`src/hdl/keyboard_modifier_encoder_top_assert.svh`:
```
// Assertion macros used by the keyboard modifier encoder back end.
`ifndef KEYBOARD_MODIFIER_ENCODER_TOP_ASSERT_SVH
`define KEYBOARD_MODIFIER_ENCODER_TOP_ASSERT_SVH

// Same-cycle implication, checked outside reset.
`define KME_ASSERT_IMPLY(label, clk, rst_n, ante, cons) \
    label: assert property (@(posedge clk) disable iff (!rst_n) (ante) |-> (cons)) \
        else $error("keyboard modifier encoder: implication check failed");

// Next-cycle implication, checked outside reset.
`define KME_ASSERT_NEXT(label, clk, rst_n, ante, cons) \
    label: assert property (@(posedge clk) disable iff (!rst_n) (ante) |=> (cons)) \
        else $error("keyboard modifier encoder: next-cycle check failed");

`endif

```
`src/hdl/kme_pkg.sv`:
```
// Types and constants shared by the keyboard modifier encoder modules.
`timescale 1ns / 1ps

package kme_pkg;

    localparam int MAX_BYTES = 5;
    localparam int COUNT_W   = 3;

    localparam logic [7:0]  ESC_BYTE         = 8'h1B;
    localparam logic [15:0] TAP_WINDOW_RESET = 16'd600;
    localparam logic [20:0] CTRL_LOW_MASK    = 21'd31;
    localparam logic [20:0] CTRL_DEL_CODE    = 21'd127;
    localparam logic [20:0] CHAR_QUESTION    = 21'h3F;
    localparam logic [20:0] CHAR_AT          = 21'h40;
    localparam logic [20:0] CHAR_UNDERSCORE  = 21'h5F;
    localparam logic [20:0] CHAR_SPACE       = 21'h20;
    localparam logic [20:0] CHAR_UPPER_A     = 21'h41;
    localparam logic [20:0] CHAR_LOWER_A     = 21'h61;
    localparam logic [20:0] CHAR_LOWER_Z     = 21'h7A;
    localparam logic [20:0] CASE_OFFSET      = 21'h20;

    typedef enum logic [1:0] {
        MODE_KEY   = 2'd0,
        MODE_SHIFT = 2'd1,
        MODE_CTRL  = 2'd2,
        MODE_ALT   = 2'd3
    } t_mode;

    // One key's byte sequence as it travels from the front to the back.
    typedef struct packed {
        logic [MAX_BYTES-1:0][7:0] bytes;
        logic [COUNT_W-1:0]        count;
    } t_job;

endpackage

```
`src/hdl/kme_if.sv`:
```
// Handshake interfaces for key event requests and output byte requests.
`timescale 1ns / 1ps

interface kme_in_if;
    logic        valid;
    logic        ready;
    logic [1:0]  mode;
    logic [20:0] lower_code;
    logic [20:0] upper_code;
    logic        lower_is_letter;
    logic [47:0] timestamp_ms;

    modport source (output valid, mode, lower_code, upper_code, lower_is_letter,
                    timestamp_ms, input ready);
    modport sink (input valid, mode, lower_code, upper_code, lower_is_letter,
                  timestamp_ms, output ready);
endinterface

interface kme_out_if;
    logic       valid;
    logic       ready;
    logic [7:0] byte_value;
    logic       last_byte;

    modport source (output valid, byte_value, last_byte, input ready);
    modport sink (input valid, byte_value, last_byte, output ready);
endinterface

```
`src/hdl/keyboard_modifier_encoder_top.sv`:
```
// Top level of the keyboard modifier encoder.
`timescale 1ns / 1ps

// Keyboard modifier encoder: turns key event requests into terminal bytes.
// The i_key channel carries one event request: a key press, a shift tap, or
// an arm of ctrl or alt. Shift taps and arms update the modifier state and
// give no output. A key press gives one to five byte requests on o_byte: an
// optional ESC for alt, then the UTF-8 bytes, with last_byte set on the final
// one. A ctrl key that has no control mapping gives no bytes at all.
// The tap window register is written through i_cfg_valid / o_cfg_ready and
// must only change while the block is idle; o_cfg_ready is always high.
// An accepted event goes into the job queue; the back end then loads the job
// and then the byte register. While the receiver is ready the output runs one
// byte per cycle, also across key boundaries; the front accepts one event per
// cycle while the job queue has room. When the receiver stalls, the byte
// register holds, the queue fills, and only then does i_key.ready drop. Reset
// (synchronous, active low) clears all modifiers, the tap time and the queue,
// and sets the window to 600 ms.

module keyboard_modifier_encoder_top #(
    parameter int QUEUE_DEPTH = 4
) (
    input  logic        i_clk,
    input  logic        i_rst_n,
    kme_in_if.sink      i_key,
    kme_out_if.source   o_byte,
    input  logic        i_cfg_valid,
    output logic        o_cfg_ready,
    input  logic [15:0] i_cfg_tap_window_ms
);
    import kme_pkg::*;

    t_job push_job;
    t_job head_job;
    logic push;
    logic pop;
    logic full;
    logic empty;

    assign o_cfg_ready = 1'b1;

    kme_front u_front (
        .i_clk               (i_clk),
        .i_rst_n             (i_rst_n),
        .i_key               (i_key),
        .i_cfg_valid         (i_cfg_valid),
        .i_cfg_tap_window_ms (i_cfg_tap_window_ms),
        .i_full              (full),
        .o_push              (push),
        .o_job               (push_job)
    );

    kme_fifo #(
        .DEPTH (QUEUE_DEPTH)
    ) u_fifo (
        .i_clk   (i_clk),
        .i_rst_n (i_rst_n),
        .i_push  (push),
        .i_job   (push_job),
        .o_full  (full),
        .i_pop   (pop),
        .o_empty (empty),
        .o_job   (head_job)
    );

    kme_back u_back (
        .i_clk   (i_clk),
        .i_rst_n (i_rst_n),
        .i_empty (empty),
        .i_job   (head_job),
        .o_pop   (pop),
        .o_byte  (o_byte)
    );

endmodule

```
`src/hdl/kme_fifo.sv`:
```
// Short job queue between the front and back of the encoder.
`timescale 1ns / 1ps

module kme_fifo #(
    parameter int DEPTH = 4
) (
    input  logic        i_clk,
    input  logic        i_rst_n,
    input  logic        i_push,
    input  kme_pkg::t_job i_job,
    output logic        o_full,
    input  logic        i_pop,
    output logic        o_empty,
    output kme_pkg::t_job o_job
);
    import kme_pkg::*;

    localparam int PTR_W = (DEPTH > 1) ? $clog2(DEPTH) : 1;
    localparam int CNT_W = $clog2(DEPTH + 1);
    localparam logic [PTR_W-1:0] LAST_PTR = PTR_W'(DEPTH - 1);
    localparam logic [CNT_W-1:0] FULL_CNT = CNT_W'(DEPTH);

    t_job             r_store [DEPTH];
    logic [PTR_W-1:0] r_wr_ptr;
    logic [PTR_W-1:0] r_rd_ptr;
    logic [CNT_W-1:0] r_count;

    assign o_full  = (r_count == FULL_CNT);
    assign o_empty = (r_count == '0);
    assign o_job   = r_store[r_rd_ptr];

    always_ff @(posedge i_clk) begin
        if (i_push) begin
            r_store[r_wr_ptr] <= i_job;
        end
    end

    always_ff @(posedge i_clk) begin
        if (!i_rst_n) begin
            r_wr_ptr <= '0;
            r_rd_ptr <= '0;
            r_count  <= '0;
        end else begin
            if (i_push) begin
                r_wr_ptr <= (r_wr_ptr == LAST_PTR) ? '0 : r_wr_ptr + 1'b1;
            end
            if (i_pop) begin
                r_rd_ptr <= (r_rd_ptr == LAST_PTR) ? '0 : r_rd_ptr + 1'b1;
            end
            case ({i_push, i_pop})
                2'b10:   r_count <= r_count + 1'b1;
                2'b01:   r_count <= r_count - 1'b1;
                default: r_count <= r_count;
            endcase
        end
    end

endmodule

```
`src/hdl/kme_front.sv`:
```
// Front end: accepts key events, keeps the modifier state and builds byte jobs.
`timescale 1ns / 1ps

module kme_front (
    input  logic          i_clk,
    input  logic          i_rst_n,
    kme_in_if.sink        i_key,
    input  logic          i_cfg_valid,
    input  logic [15:0]   i_cfg_tap_window_ms,
    input  logic          i_full,
    output logic          o_push,
    output kme_pkg::t_job o_job
);
    import kme_pkg::*;

    logic [15:0] r_tap_window;
    logic        r_shift_on;
    logic        r_caps_on;
    logic        r_ctrl_on;
    logic        r_alt_on;
    logic [47:0] r_last_tap;

    logic        accept;
    t_mode       mode;
    logic        pick_upper;
    logic [20:0] code;
    logic [20:0] folded;
    logic [20:0] mapped;
    logic        ctrl_ok;
    logic        emit;
    logic [3:0][7:0] utf;
    logic [2:0]  utf_len;
    logic [48:0] gap;
    logic        in_window;

    logic        n_shift_on;
    logic        n_caps_on;
    logic        n_ctrl_on;
    logic        n_alt_on;
    logic [47:0] n_last_tap;

    assign accept       = i_key.valid && i_key.ready;
    assign i_key.ready  = !i_full;
    assign mode         = t_mode'(i_key.mode);

    // Character selection and the ctrl mapping.
    always_comb begin
        pick_upper = r_shift_on ^ (i_key.lower_is_letter & r_caps_on);
        code       = pick_upper ? i_key.upper_code : i_key.lower_code;
        folded     = code;
        if (code >= CHAR_LOWER_A && code <= CHAR_LOWER_Z) begin
            folded = code - CASE_OFFSET;
        end
        ctrl_ok = 1'b1;
        if (folded == CHAR_SPACE || folded == CHAR_AT) begin
            mapped = '0;
        end else if (folded >= CHAR_UPPER_A && folded <= CHAR_UNDERSCORE) begin
            mapped = folded & CTRL_LOW_MASK;
        end else if (folded == CHAR_QUESTION) begin
            mapped = CTRL_DEL_CODE;
        end else begin
            mapped  = folded;
            ctrl_ok = 1'b0;
        end
        if (!r_ctrl_on) begin
            mapped  = code;
            ctrl_ok = 1'b1;
        end
        emit = ctrl_ok;
    end

    // UTF-8 encoding of the chosen code point.
    always_comb begin
        utf = '0;
        if (mapped < 21'h80) begin
            utf[0]  = mapped[7:0];
            utf_len = 3'd1;
        end else if (mapped < 21'h800) begin
            utf[0]  = {3'b110, mapped[10:6]};
            utf[1]  = {2'b10, mapped[5:0]};
            utf_len = 3'd2;
        end else if (mapped < 21'h10000) begin
            utf[0]  = {4'b1110, mapped[15:12]};
            utf[1]  = {2'b10, mapped[11:6]};
            utf[2]  = {2'b10, mapped[5:0]};
            utf_len = 3'd3;
        end else begin
            utf[0]  = {5'b11110, mapped[20:18]};
            utf[1]  = {2'b10, mapped[17:12]};
            utf[2]  = {2'b10, mapped[11:6]};
            utf[3]  = {2'b10, mapped[5:0]};
            utf_len = 3'd4;
        end
    end

    always_comb begin
        o_job = '0;
        if (r_alt_on) begin
            o_job.bytes[0]   = ESC_BYTE;
            o_job.bytes[4:1] = utf;
            o_job.count      = utf_len + 3'd1;
        end else begin
            o_job.bytes[3:0] = utf;
            o_job.count      = utf_len;
        end
    end

    // A timestamp before the last tap leaves a borrow and counts as within.
    assign gap       = {1'b0, i_key.timestamp_ms} - {1'b0, r_last_tap};
    assign in_window = gap[48] || (gap[47:0] <= {32'd0, r_tap_window});

    assign o_push = accept && (mode == MODE_KEY) && emit;

    always_comb begin
        n_shift_on = r_shift_on;
        n_caps_on  = r_caps_on;
        n_ctrl_on  = r_ctrl_on;
        n_alt_on   = r_alt_on;
        n_last_tap = r_last_tap;
        if (accept) begin
            unique case (mode)
                MODE_KEY: begin
                    if (emit) begin
                        n_shift_on = 1'b0;
                        n_ctrl_on  = 1'b0;
                        n_alt_on   = 1'b0;
                        n_last_tap = '0;
                    end
                end
                MODE_SHIFT: begin
                    if (r_caps_on) begin
                        n_caps_on  = 1'b0;
                        n_shift_on = 1'b0;
                    end else if (r_shift_on && r_last_tap != '0 && in_window) begin
                        n_caps_on  = 1'b1;
                        n_shift_on = 1'b0;
                    end else begin
                        n_shift_on = !r_shift_on;
                    end
                    n_last_tap = i_key.timestamp_ms;
                end
                MODE_CTRL: n_ctrl_on = 1'b1;
                MODE_ALT:  n_alt_on  = 1'b1;
                default:   n_alt_on  = r_alt_on;
            endcase
        end
    end

    always_ff @(posedge i_clk) begin
        if (!i_rst_n) begin
            r_tap_window <= TAP_WINDOW_RESET;
            r_shift_on   <= 1'b0;
            r_caps_on    <= 1'b0;
            r_ctrl_on    <= 1'b0;
            r_alt_on     <= 1'b0;
            r_last_tap   <= '0;
        end else begin
            if (i_cfg_valid) begin
                r_tap_window <= i_cfg_tap_window_ms;
            end
            r_shift_on <= n_shift_on;
            r_caps_on  <= n_caps_on;
            r_ctrl_on  <= n_ctrl_on;
            r_alt_on   <= n_alt_on;
            r_last_tap <= n_last_tap;
        end
    end

endmodule

```
`src/hdl/kme_back.sv`:
```
// Back end: takes byte jobs from the queue and sends them one byte per request.
`timescale 1ns / 1ps

module kme_back (
    input  logic          i_clk,
    input  logic          i_rst_n,
    input  logic          i_empty,
    input  kme_pkg::t_job i_job,
    output logic          o_pop,
    kme_out_if.source     o_byte
);
    import kme_pkg::*;

    `include "keyboard_modifier_encoder_top_assert.svh"

    t_job               r_job;
    logic               r_busy;
    logic [COUNT_W-1:0] r_idx;
    logic               r_ovalid;
    logic [7:0]         r_byte;
    logic               r_last;

    logic load;
    logic is_last;
    logic job_len_ok;

    assign load    = r_busy && (!r_ovalid || o_byte.ready);
    assign is_last = (r_idx == r_job.count - 1'b1);
    assign o_pop   = !i_empty && (!r_busy || (load && is_last));

    assign o_byte.valid      = r_ovalid;
    assign o_byte.byte_value = r_byte;
    assign o_byte.last_byte  = r_last;

    assign job_len_ok = (r_job.count != '0) && (r_job.count <= COUNT_W'(MAX_BYTES));

    always_ff @(posedge i_clk) begin
        if (load) begin
            r_byte <= r_job.bytes[r_idx];
            r_last <= is_last;
        end
        if (o_pop) begin
            r_job <= i_job;
        end
    end

    always_ff @(posedge i_clk) begin
        if (!i_rst_n) begin
            r_busy   <= 1'b0;
            r_idx    <= '0;
            r_ovalid <= 1'b0;
        end else begin
            if (load) begin
                r_ovalid <= 1'b1;
            end else if (o_byte.ready) begin
                r_ovalid <= 1'b0;
            end
            if (o_pop) begin
                r_busy <= 1'b1;
                r_idx  <= '0;
            end else if (load) begin
                r_idx <= r_idx + 1'b1;
                if (is_last) begin
                    r_busy <= 1'b0;
                end
            end
        end
    end

    `KME_ASSERT_IMPLY(a_idx_in_job, i_clk, i_rst_n, r_busy, r_idx < r_job.count)
    `KME_ASSERT_IMPLY(a_job_len, i_clk, i_rst_n, r_busy, job_len_ok)
    `KME_ASSERT_NEXT(a_pop_starts, i_clk, i_rst_n, o_pop, r_busy && (r_idx == '0))

endmodule

```
`src/flat_wrapper.sv`:
```
// flat-port wrapper written by rule: the top's interface ports become plain ports
module keyboard_modifier_encoder_top_flat import kme_pkg::*;
#(
    parameter int QUEUE_DEPTH = 4
)
  (i_clk, i_rst_n, i_cfg_valid, o_cfg_ready, i_cfg_tap_window_ms, i_key_valid, i_key_mode, i_key_lower_code, i_key_upper_code, i_key_lower_is_letter, i_key_timestamp_ms, i_key_ready, o_byte_valid, o_byte_byte_value, o_byte_last_byte, o_byte_ready);
  kme_in_if i_key_i ();
  kme_out_if o_byte_i ();
  input  logic i_clk;
  input  logic i_rst_n;
  input  logic i_cfg_valid;
  output logic o_cfg_ready;
  input  logic [15:0] i_cfg_tap_window_ms;
  input wire logic [$bits(i_key_i.valid)-1:0] i_key_valid;
  input wire logic [$bits(i_key_i.mode)-1:0] i_key_mode;
  input wire logic [$bits(i_key_i.lower_code)-1:0] i_key_lower_code;
  input wire logic [$bits(i_key_i.upper_code)-1:0] i_key_upper_code;
  input wire logic [$bits(i_key_i.lower_is_letter)-1:0] i_key_lower_is_letter;
  input wire logic [$bits(i_key_i.timestamp_ms)-1:0] i_key_timestamp_ms;
  output wire logic [$bits(i_key_i.ready)-1:0] i_key_ready;
  output wire logic [$bits(o_byte_i.valid)-1:0] o_byte_valid;
  output wire logic [$bits(o_byte_i.byte_value)-1:0] o_byte_byte_value;
  output wire logic [$bits(o_byte_i.last_byte)-1:0] o_byte_last_byte;
  input wire logic [$bits(o_byte_i.ready)-1:0] o_byte_ready;
  assign i_key_i.valid = i_key_valid;
  assign i_key_i.mode = i_key_mode;
  assign i_key_i.lower_code = i_key_lower_code;
  assign i_key_i.upper_code = i_key_upper_code;
  assign i_key_i.lower_is_letter = i_key_lower_is_letter;
  assign i_key_i.timestamp_ms = i_key_timestamp_ms;
  assign i_key_ready = i_key_i.ready;
  assign o_byte_valid = o_byte_i.valid;
  assign o_byte_byte_value = o_byte_i.byte_value;
  assign o_byte_last_byte = o_byte_i.last_byte;
  assign o_byte_i.ready = o_byte_ready;
  keyboard_modifier_encoder_top #(.QUEUE_DEPTH(QUEUE_DEPTH)) u_core (.i_clk(i_clk), .i_rst_n(i_rst_n), .i_key(i_key_i), .o_byte(o_byte_i), .i_cfg_valid(i_cfg_valid), .o_cfg_ready(o_cfg_ready), .i_cfg_tap_window_ms(i_cfg_tap_window_ms));
endmodule
```
`config.mk`:
```
export PLATFORM = sky130hd
export DESIGN_NAME = keyboard_modifier_encoder_top_flat
export DESIGN_NICKNAME = d
export VERILOG_FILES = /design/src/hdl/kme_pkg.sv /design/src/hdl/kme_if.sv /design/src/hdl/keyboard_modifier_encoder_top.sv /design/src/hdl/kme_fifo.sv /design/src/hdl/kme_front.sv /design/src/hdl/kme_back.sv /design/src/flat_wrapper.sv
export VERILOG_INCLUDE_DIRS = /design/src /design/src/hdl
export SDC_FILE = /design/constraint.sdc
export NUM_CORES = 1
export LEC_CHECK = 0
export ABC_AREA = 1
export BUFFER_PORTS_ARGS = -buffer_cell sky130_fd_sc_hd__buf_2
export CAP_MARGIN = 0
export CORE_AREA = 2 2 237 239
export DETAILED_ROUTE_END_ITERATION = 16
export DIE_AREA = 0 0 239 241
export HOLD_SLACK_MARGIN = 0.15
export RECOVER_POWER = 100
export SETUP_SLACK_MARGIN = 0.5
export SYNTH_ARGS = -nofsm -noshare
export SYNTH_HDL_FRONTEND = slang
export SYNTH_SLANG_ARGS = --single-unit
```
`constraint.sdc`:
```
create_clock -name i_clk -period 10.6 [get_ports i_clk]
set_input_delay 1.59 -clock i_clk [delete_from_list [all_inputs] [get_ports i_clk]]
set_output_delay 1.59 -clock i_clk [all_outputs]
set_load 0.05 [all_outputs]
```
Word-level counts from Yosys, hierarchy flattened
Memory sizes are Yosys's and may differ from the RTL's. A register that Yosys moved wholly into a read port is not among the register bits.
Index checks and enable logic that the tools add are counted.
Word-level totals
  memories: 1
  word-level logic and storage cells: 127
  output and inout bits: 12
  bits of input ports: 114
  bits in registers: 89
  memory bits (writable): 172
Operators by class
  muxes and demuxes: 43
  $lt $le $gt $ge: 9
  reductions and logical operators: 35
  $add $sub $neg: 9
  bitwise logic cells: 3
  eq/ne operators: 13
Memory list
  u_core.u_fifo.r_store: words 4, width 43, rd ports 1, clocked after Yosys merged registers in 1, wr ports 1, RTL line kme_fifo.sv:23  | t_job r_store [DEPTH];
Operators by type and width (number)
  21-bit 2-to-1 mux: 6
  48-bit case mux with 2 select lines: 1
  48-bit by 48-bit subtractor with 49-bit output: 1
  48-bit by 16-bit <= comparator with 1-bit output: 1
  48-bit 2-to-1 mux: 1
  48-bit nonzero test: 1
  21-bit by 6-bit equality test with 1-bit output, second input constant: 2
  21-bit by 7-bit >= comparator with 1-bit output, second input constant: 2
  21-bit by 7-bit <= comparator with 1-bit output, second input constant: 2
  35-bit 2-to-1 mux: 1
  16-bit 2-to-1 mux: 2
  8-bit 2-to-1 mux: 4
  8-bit binary-select mux with 3-bit select: 1
  24-bit 2-to-1 mux: 1
  22-bit 2-to-1 mux: 1
  21-bit by 7-bit equality test with 1-bit output, second input constant: 1
  21-bit by 12-bit less-than comparator with 1-bit output, second input constant: 1
  21-bit by 17-bit less-than comparator with 1-bit output, second input constant: 1
  21-bit by 8-bit less-than comparator with 1-bit output, second input constant: 1
  21-bit by 6-bit subtractor with 21-bit output, second input constant: 1
  1-bit 2-to-1 mux: 16
  2-bit nonzero test: 7
  2-bit equality test, second input constant: 5
  1-bit logical AND: 10
  other kinds (22): 42

Logic depth before layout (Yosys ltp)
  depth after elaboration: 17
  depth in mapped cells: 30
  mapped depth without buffers: 29

Cells and area by module
From an unflattened synthesis, not the netlist that was laid out.
Second synthesis, totals
  cells, all modules: 2036
  area total of the unflattened synthesis: 17365.4 um2
Modules (own cells, without submodules)
  kme_front: cells an instance 1393, seq. area each 1361.3 um2, area each 8287.9 um2, times used 1
  kme_fifo: cells an instance 475, seq. area each 5345.1 um2, area each 6815.3 um2, times used 1
  kme_back: cells an instance 166, seq. area each 1661.6 um2, area each 2250.9 um2, times used 1
  keyboard_modifier_encoder_top: cells an instance 2, seq. area each 0.0 um2, area each 11.3 um2, times used 1

Worst setup path after synthesis
No wires, ideal clock.
  path kind: input to register
  from: input i_key_lower_is_letter
  to: memory u_core.u_fifo.r_store[0][0] (netlist bit), enable pin
  slack: 4.751 ns
  cell stages on the path: 22
  library setup time: 0.438 ns
  arrival: 5.411 ns
  cell sequence: nand3_2 -> nand2_4 -> buf_6 -> nand2_1 -> nand2_2 -> inv_1 -> ha_1 -> inv_1 -> nor2_1 -> nor2_2 -> nand2_4 -> nand2_2 -> nand2_1 -> nand2_1 -> nand3_1 -> nor2_1 -> nand2_1 -> nor2_2 -> nor2_2 -> nand2_1 -> nand3_2 -> nor2_1
On the way
  cells in the longest elaborated chain, start to end: 14
  elaborated cells between the ends (all ways): 22
  those cells by class: add/sub (1); order compare (4); eq/ne (3); mux (8); bitwise (2); reduce/logical (4)
RTL lines
  start, declared: RTL line flat_wrapper.sv:18  | input wire logic [$bits(i_key_i.lower_is_letter)-1:0] i_key_lower_is_letter;
  1-bit AND (*): RTL line kme_front.sv:48  | pick_upper = r_shift_on ^ (i_key.lower_is_letter & r_caps_on);
  1-bit bitwise XOR (*): RTL line kme_front.sv:48
  21-bit 2-to-1 mux (*): RTL line kme_front.sv:49  | code = pick_upper ? i_key.upper_code : i_key.lower_code;
  21-bit by 7-bit >= comparator with 1-bit output or 21-bit by 7-bit <= comparator with 1-bit output (tied branches): RTL line kme_front.sv:51  | if (code >= CHAR_LOWER_A && code <= CHAR_LOWER_Z) begin
  1-bit logical AND: RTL line kme_front.sv:51
  21-bit 2-to-1 mux (*): RTL line kme_front.sv:51
  21-bit by 7-bit >= comparator with 1-bit output (tied with other cells): RTL line kme_front.sv:57  | end else if (folded >= CHAR_UPPER_A && folded <= CHAR_UNDERSCORE) begin
  1-bit logical AND or 1-bit 2-to-1 mux (tied branches): RTL line kme_front.sv:57, kme_front.sv:59
  1-bit 2-to-1 mux: RTL line kme_front.sv:57
  1-bit 2-to-1 mux (*): RTL line kme_front.sv:55  | if (folded == CHAR_SPACE || folded == CHAR_AT) begin
  1-bit 2-to-1 mux (*): RTL line kme_front.sv:65  | if (!r_ctrl_on) begin
  1-bit logical AND (*): RTL line kme_front.sv:112  | assign o_push = accept && (mode == MODE_KEY) && emit;
  1-bit 2-to-1 mux (*): RTL line kme_fifo.sv:33  | if (i_push) begin
  1-bit 2-to-1 mux (implied by the code) (*): RTL line kme_fifo.sv:34  | r_store[r_wr_ptr] <= i_job;
  end, declared: RTL line kme_fifo.sv:23
Mark *: on every way between the ends. The rest lies on a longest branch, timed or not.

Worst setup path after layout
  from: input i_key_lower_is_letter
  to: register u_core.u_front.r_last_tap[26]
On the way
  cells in the longest elaborated chain, start to end: 13
  elaborated cells between the ends (all ways): 21
  those cells by class: add/sub (1); order compare (4); eq/ne (4); mux (6); bitwise (2); reduce/logical (4)
RTL lines
  1-bit AND (*): RTL line kme_front.sv:48
  1-bit bitwise XOR (*): RTL line kme_front.sv:48
  21-bit 2-to-1 mux (*): RTL line kme_front.sv:49
  21-bit by 7-bit >= comparator with 1-bit output or 21-bit by 7-bit <= comparator with 1-bit output (tied branches): RTL line kme_front.sv:51
  1-bit logical AND: RTL line kme_front.sv:51
  21-bit 2-to-1 mux (*): RTL line kme_front.sv:51
  21-bit by 7-bit >= comparator with 1-bit output (tied with other cells): RTL line kme_front.sv:57
  1-bit logical AND or 1-bit 2-to-1 mux (tied branches): RTL line kme_front.sv:57, kme_front.sv:59
  1-bit 2-to-1 mux: RTL line kme_front.sv:57
  1-bit 2-to-1 mux (*): RTL line kme_front.sv:55
  1-bit 2-to-1 mux (*): RTL line kme_front.sv:65
  2-bit != test (no source line) (*)
  3-bit AND reduction (no source line) (*)
  end signal, assigned: RTL line kme_front.sv:165  | r_last_tap <= n_last_tap;
  end, declared: RTL line kme_front.sv:21  | logic [47:0] r_last_tap;
Marks and branches as above.
A chain may end at the register's enable or synchronous reset.

==> results.tsv <==
stage	metric	value	unit
placement	placed cell area	17700	sq um
synthesis	syn_nets	2152	
die	core area	54900	sq um
timing	Setup Skew	23.7	ps
clock_tree	root buffer cell	clkbuf_16	
synthesis	Synth cell types	55	
timing	unrepaired setup endpoints after global routing	false	
setup_path	startpoint types	primary input	
timing	worst-margin pin slew	3490	ps
clock_tree	hold buffer count at CTS	0	
die	Initial Utilization	29.8	%
clock_tree	H-tree level count	1	
power_and_ir_drop	pwr/cell area	194	nW/um^2
routing	Avg Vias per Cell	4.90	
layout	most common cell after layout, fill and taps aside	nand2_1	
clock_tree	CTS sink cnt	289	
layout	P&R area growth vs syn	13.9	%
synthesis	post-synthesis mux area share	0	%
die	Cell Rows	86	
placement	number of buffers inserted by port buffering	124	
grt	GRT Overall Usage	15.4	%
clock_tree	postcts setup bufs	0	
synthesis	XOR/XNOR share of the synthesized area	2.62	%
synthesis	Adder-Cell Fraction of Synth Area	5.98	%
timing	max-slew violations	276	
timing	max_slew headroom	-132	%
routing	vias	13700	
synthesis	Compound-Gate Fraction of Synth Area	15.4	%
synthesis	FFs w/ async S/R, synth	0	%
synthesis	cell taking the most area after synthesis	edfxtp_1	
setup_path	CP Capture Type	flip-flop	
setup_path	CP max FO	49	
run_status	outcome	finished, violations left	
layout	Antenna diodes	0	
synthesis	Synth area leaders	edfxtp_1, dfxtp_1, nand2_1, ha_1, nor2_1	
routing	First-pass DRT Iterations	5	
die	die area	57600	sq um
clock_tree	CTS tree	yes	
synthesis	Synth Area in Simple Gates	20.7	%
die	Top Ports	126	
clock_tree	clock latency on the worst-skew pair	590	ps
synthesis	syn_area_per_cell	8.34	sq um
routing	Final ANT Viol Nets	0	
layout	share of layout cells above drive strength 1	9.30	%
power_and_ir_drop	VDD IR max	0.136	mV
timing	fin crit share	64.8	%
setup_path	data required time at the worst endpoint	10960	ps
timing	Hold WS	476	ps
grt	GRT Residual Overflow	0	
synthesis	Syn. warnings	0	
synthesis	flops & latches, synth	289	
clock_tree	total CTS buffers	31	
timing	Setup Viol. Count Final	0	
placement	dpl cells	2733	
timing	fmax	146	MHz
clock_tree	Clock Path Buffers	3	
synthesis	Synth Flop Type	edfxtp_1	
setup_path	Crit Path Class	in2reg	
routing	Initial DRC Count	1062	
worst_hold_path	Hold Path Class	reg2reg	
clock_tree	post-cts gate resize count	0	
power_and_ir_drop	Pleak	7.16	nW
die	Die Wd	239	microns
grt	initial antenna violation count	0	
timing	Final Hold Fails	0	
synthesis	mapped cell area	16400	sq um
synthesis	main combinational cell family by area after synthesis	simple AND/OR/NAND/NOR gates	
placement	Post-DP HPWL	33400	microns
timing	Final Critical Period	6870	ps
layout	Finished Cell Area	18600	sq um
die	Die Y	241	microns
layout	fillers	5724	
synthesis	sequential share of the synthesized area	48.1	%
layout	NumNets Final	2253	
layout	commonest cells after routing, fill and taps aside	nand2_1, inv_1, nor2_1, edfxtp_1, o21ai_0	
run_status	failing checks	capacitance limit, slew limit	
placement	Placer Congestion	0.932	
clock_tree	clk slew on worst S/H paths	60	ps
synthesis	Syn Inst Count	1961	
synthesis	Synth top area share	38.4	%
run	max-cap viol count	5	
grt	vias in the first global route	13100	
routing	routed len/inst	16.0	microns
routing	DRC	0	
timing	Setup TNS Final	0	ps
grt	first-pass GRT wire length	70700	microns
synthesis	number of synthesized flops with an enable pin	209	
layout	Post-Layout Cell Count	2791	
setup_path	arrival time at the worst endpoint	7230	ps
routing	final WL	44600	microns
grt	largest net degree at the start of global routing	84	
==> Yosys cell counts, types with 32 or more instances <==
cell type,count
a21oi_1,163
clkbuf_1,46
dfxtp_1,80
edfxtp_1,209
ha_1,75
inv_1,223
nand2_1,411
nand3_1,70
nor2_1,225
o21ai_0,164
o22ai_1,46
xor2_1,32
==> logic make-up after synthesis <==
family          count (synthesis)
other cells                     1
fa+ha+maj                      77
xor+xnor                       49
flops                         289
buf+inv                       298
compound gates                452
simple gates                  795
==> report_power, final <==
part	switching (mW)	internal [mW]	leakage, nW
Combinational	0.699	0.289	4.06
Clock	0.456	0.680	0.546
Sequential	0.0590	1.43	2.56
==> final timing paths <==
check	from	to	slack [ps]	depth (start not counted)
setup reg to reg	u_core.u_fifo.r_rd_ptr[0]	u_core.u_back.r_job[18]	4220	5
setup / recovery	i_key_lower_is_letter	u_core.u_front.r_last_tap[26]	3730	22
hold reg to reg	u_core.u_front.r_last_tap[28]	u_core.u_front.r_last_tap[28]	480	2
hold / removal	u_core.u_front.r_last_tap[28]	u_core.u_front.r_last_tap[28]	480	2
==> through the flow <==
step / util (%) / setup WS (ps) / power [mW]
floorplan: - / 4750 / 2.19
global placement: 32.2 / 4750 / 2.49
detailed placement: 32.2 / 4760 / 2.51
CTS: 34.2 / 5390 / 3.65
global route: 34.0 / 2890 / 3.82
finish: 34.0 / 3730 / 3.62
==> sequential cells by signal, indices dropped and copies added, names as in the netlist <==
name,flops
u_core.u_fifo.r_wr_ptr,2
u_core.u_fifo.r_store,160
u_core.u_fifo.r_count,3
u_core.u_back.o_byte.byte_value,8
u_core.u_fifo.r_rd_ptr,2
u_core.u_front.r_ctrl_on,1
u_core.u_front.r_alt_on,1
u_core.u_back.o_byte.last_byte,1
u_core.u_back.r_busy,1
u_core.u_front.r_last_tap,48
u_core.u_front.r_shift_on,1
u_core.u_front.r_caps_on,1
u_core.u_back.r_idx,3
u_core.u_back.o_byte.valid,1
u_core.u_front.r_tap_window,16
u_core.u_back.r_job,40
==> cell type report <==
cell class              instances  area [sq um]  area share, %
inverters                     232           871           4.67
multi-input cells            1374          7260           39.0
well taps                     704           881           4.73
repair buffers                134           663           3.56
flip-flops and latches        289          7880           42.3
clock inverters                24           270           1.45
clock buffers                  34           817           4.38
==> layer usage <==
layer	vias to the layer above	wire, microns	global-route usage [%]	share of wire [%]
li1	6868	-	-	-
met1	6374	21400	21.8	48
met2	381	20000	25.2	45
met3	53	2320	1.72	5.2
met4	0	875	3.41	2.0
met5	-	0	0	0
==> critical path, cell delays in order <==
cell and delay (ps):
clkbuf_1 100, nand3_1 630, nand2_1 870, nand2_1 110, nand2_1 270, nand3_1 130
nor2_1 240, nor2_1 90, nor2_2 100, nand2_1 210, nand3_1 250, nand2_1 80
nor2_1 100, nand2_1 50, nor2_1 210, nand2_1 80, nor2_1 140, nor2_1 80
nand3_1 140, nand3b_1 1220, nand2_1 380, a21oi_1 100
Note: power is estimated with default switching activity, not from simulation.
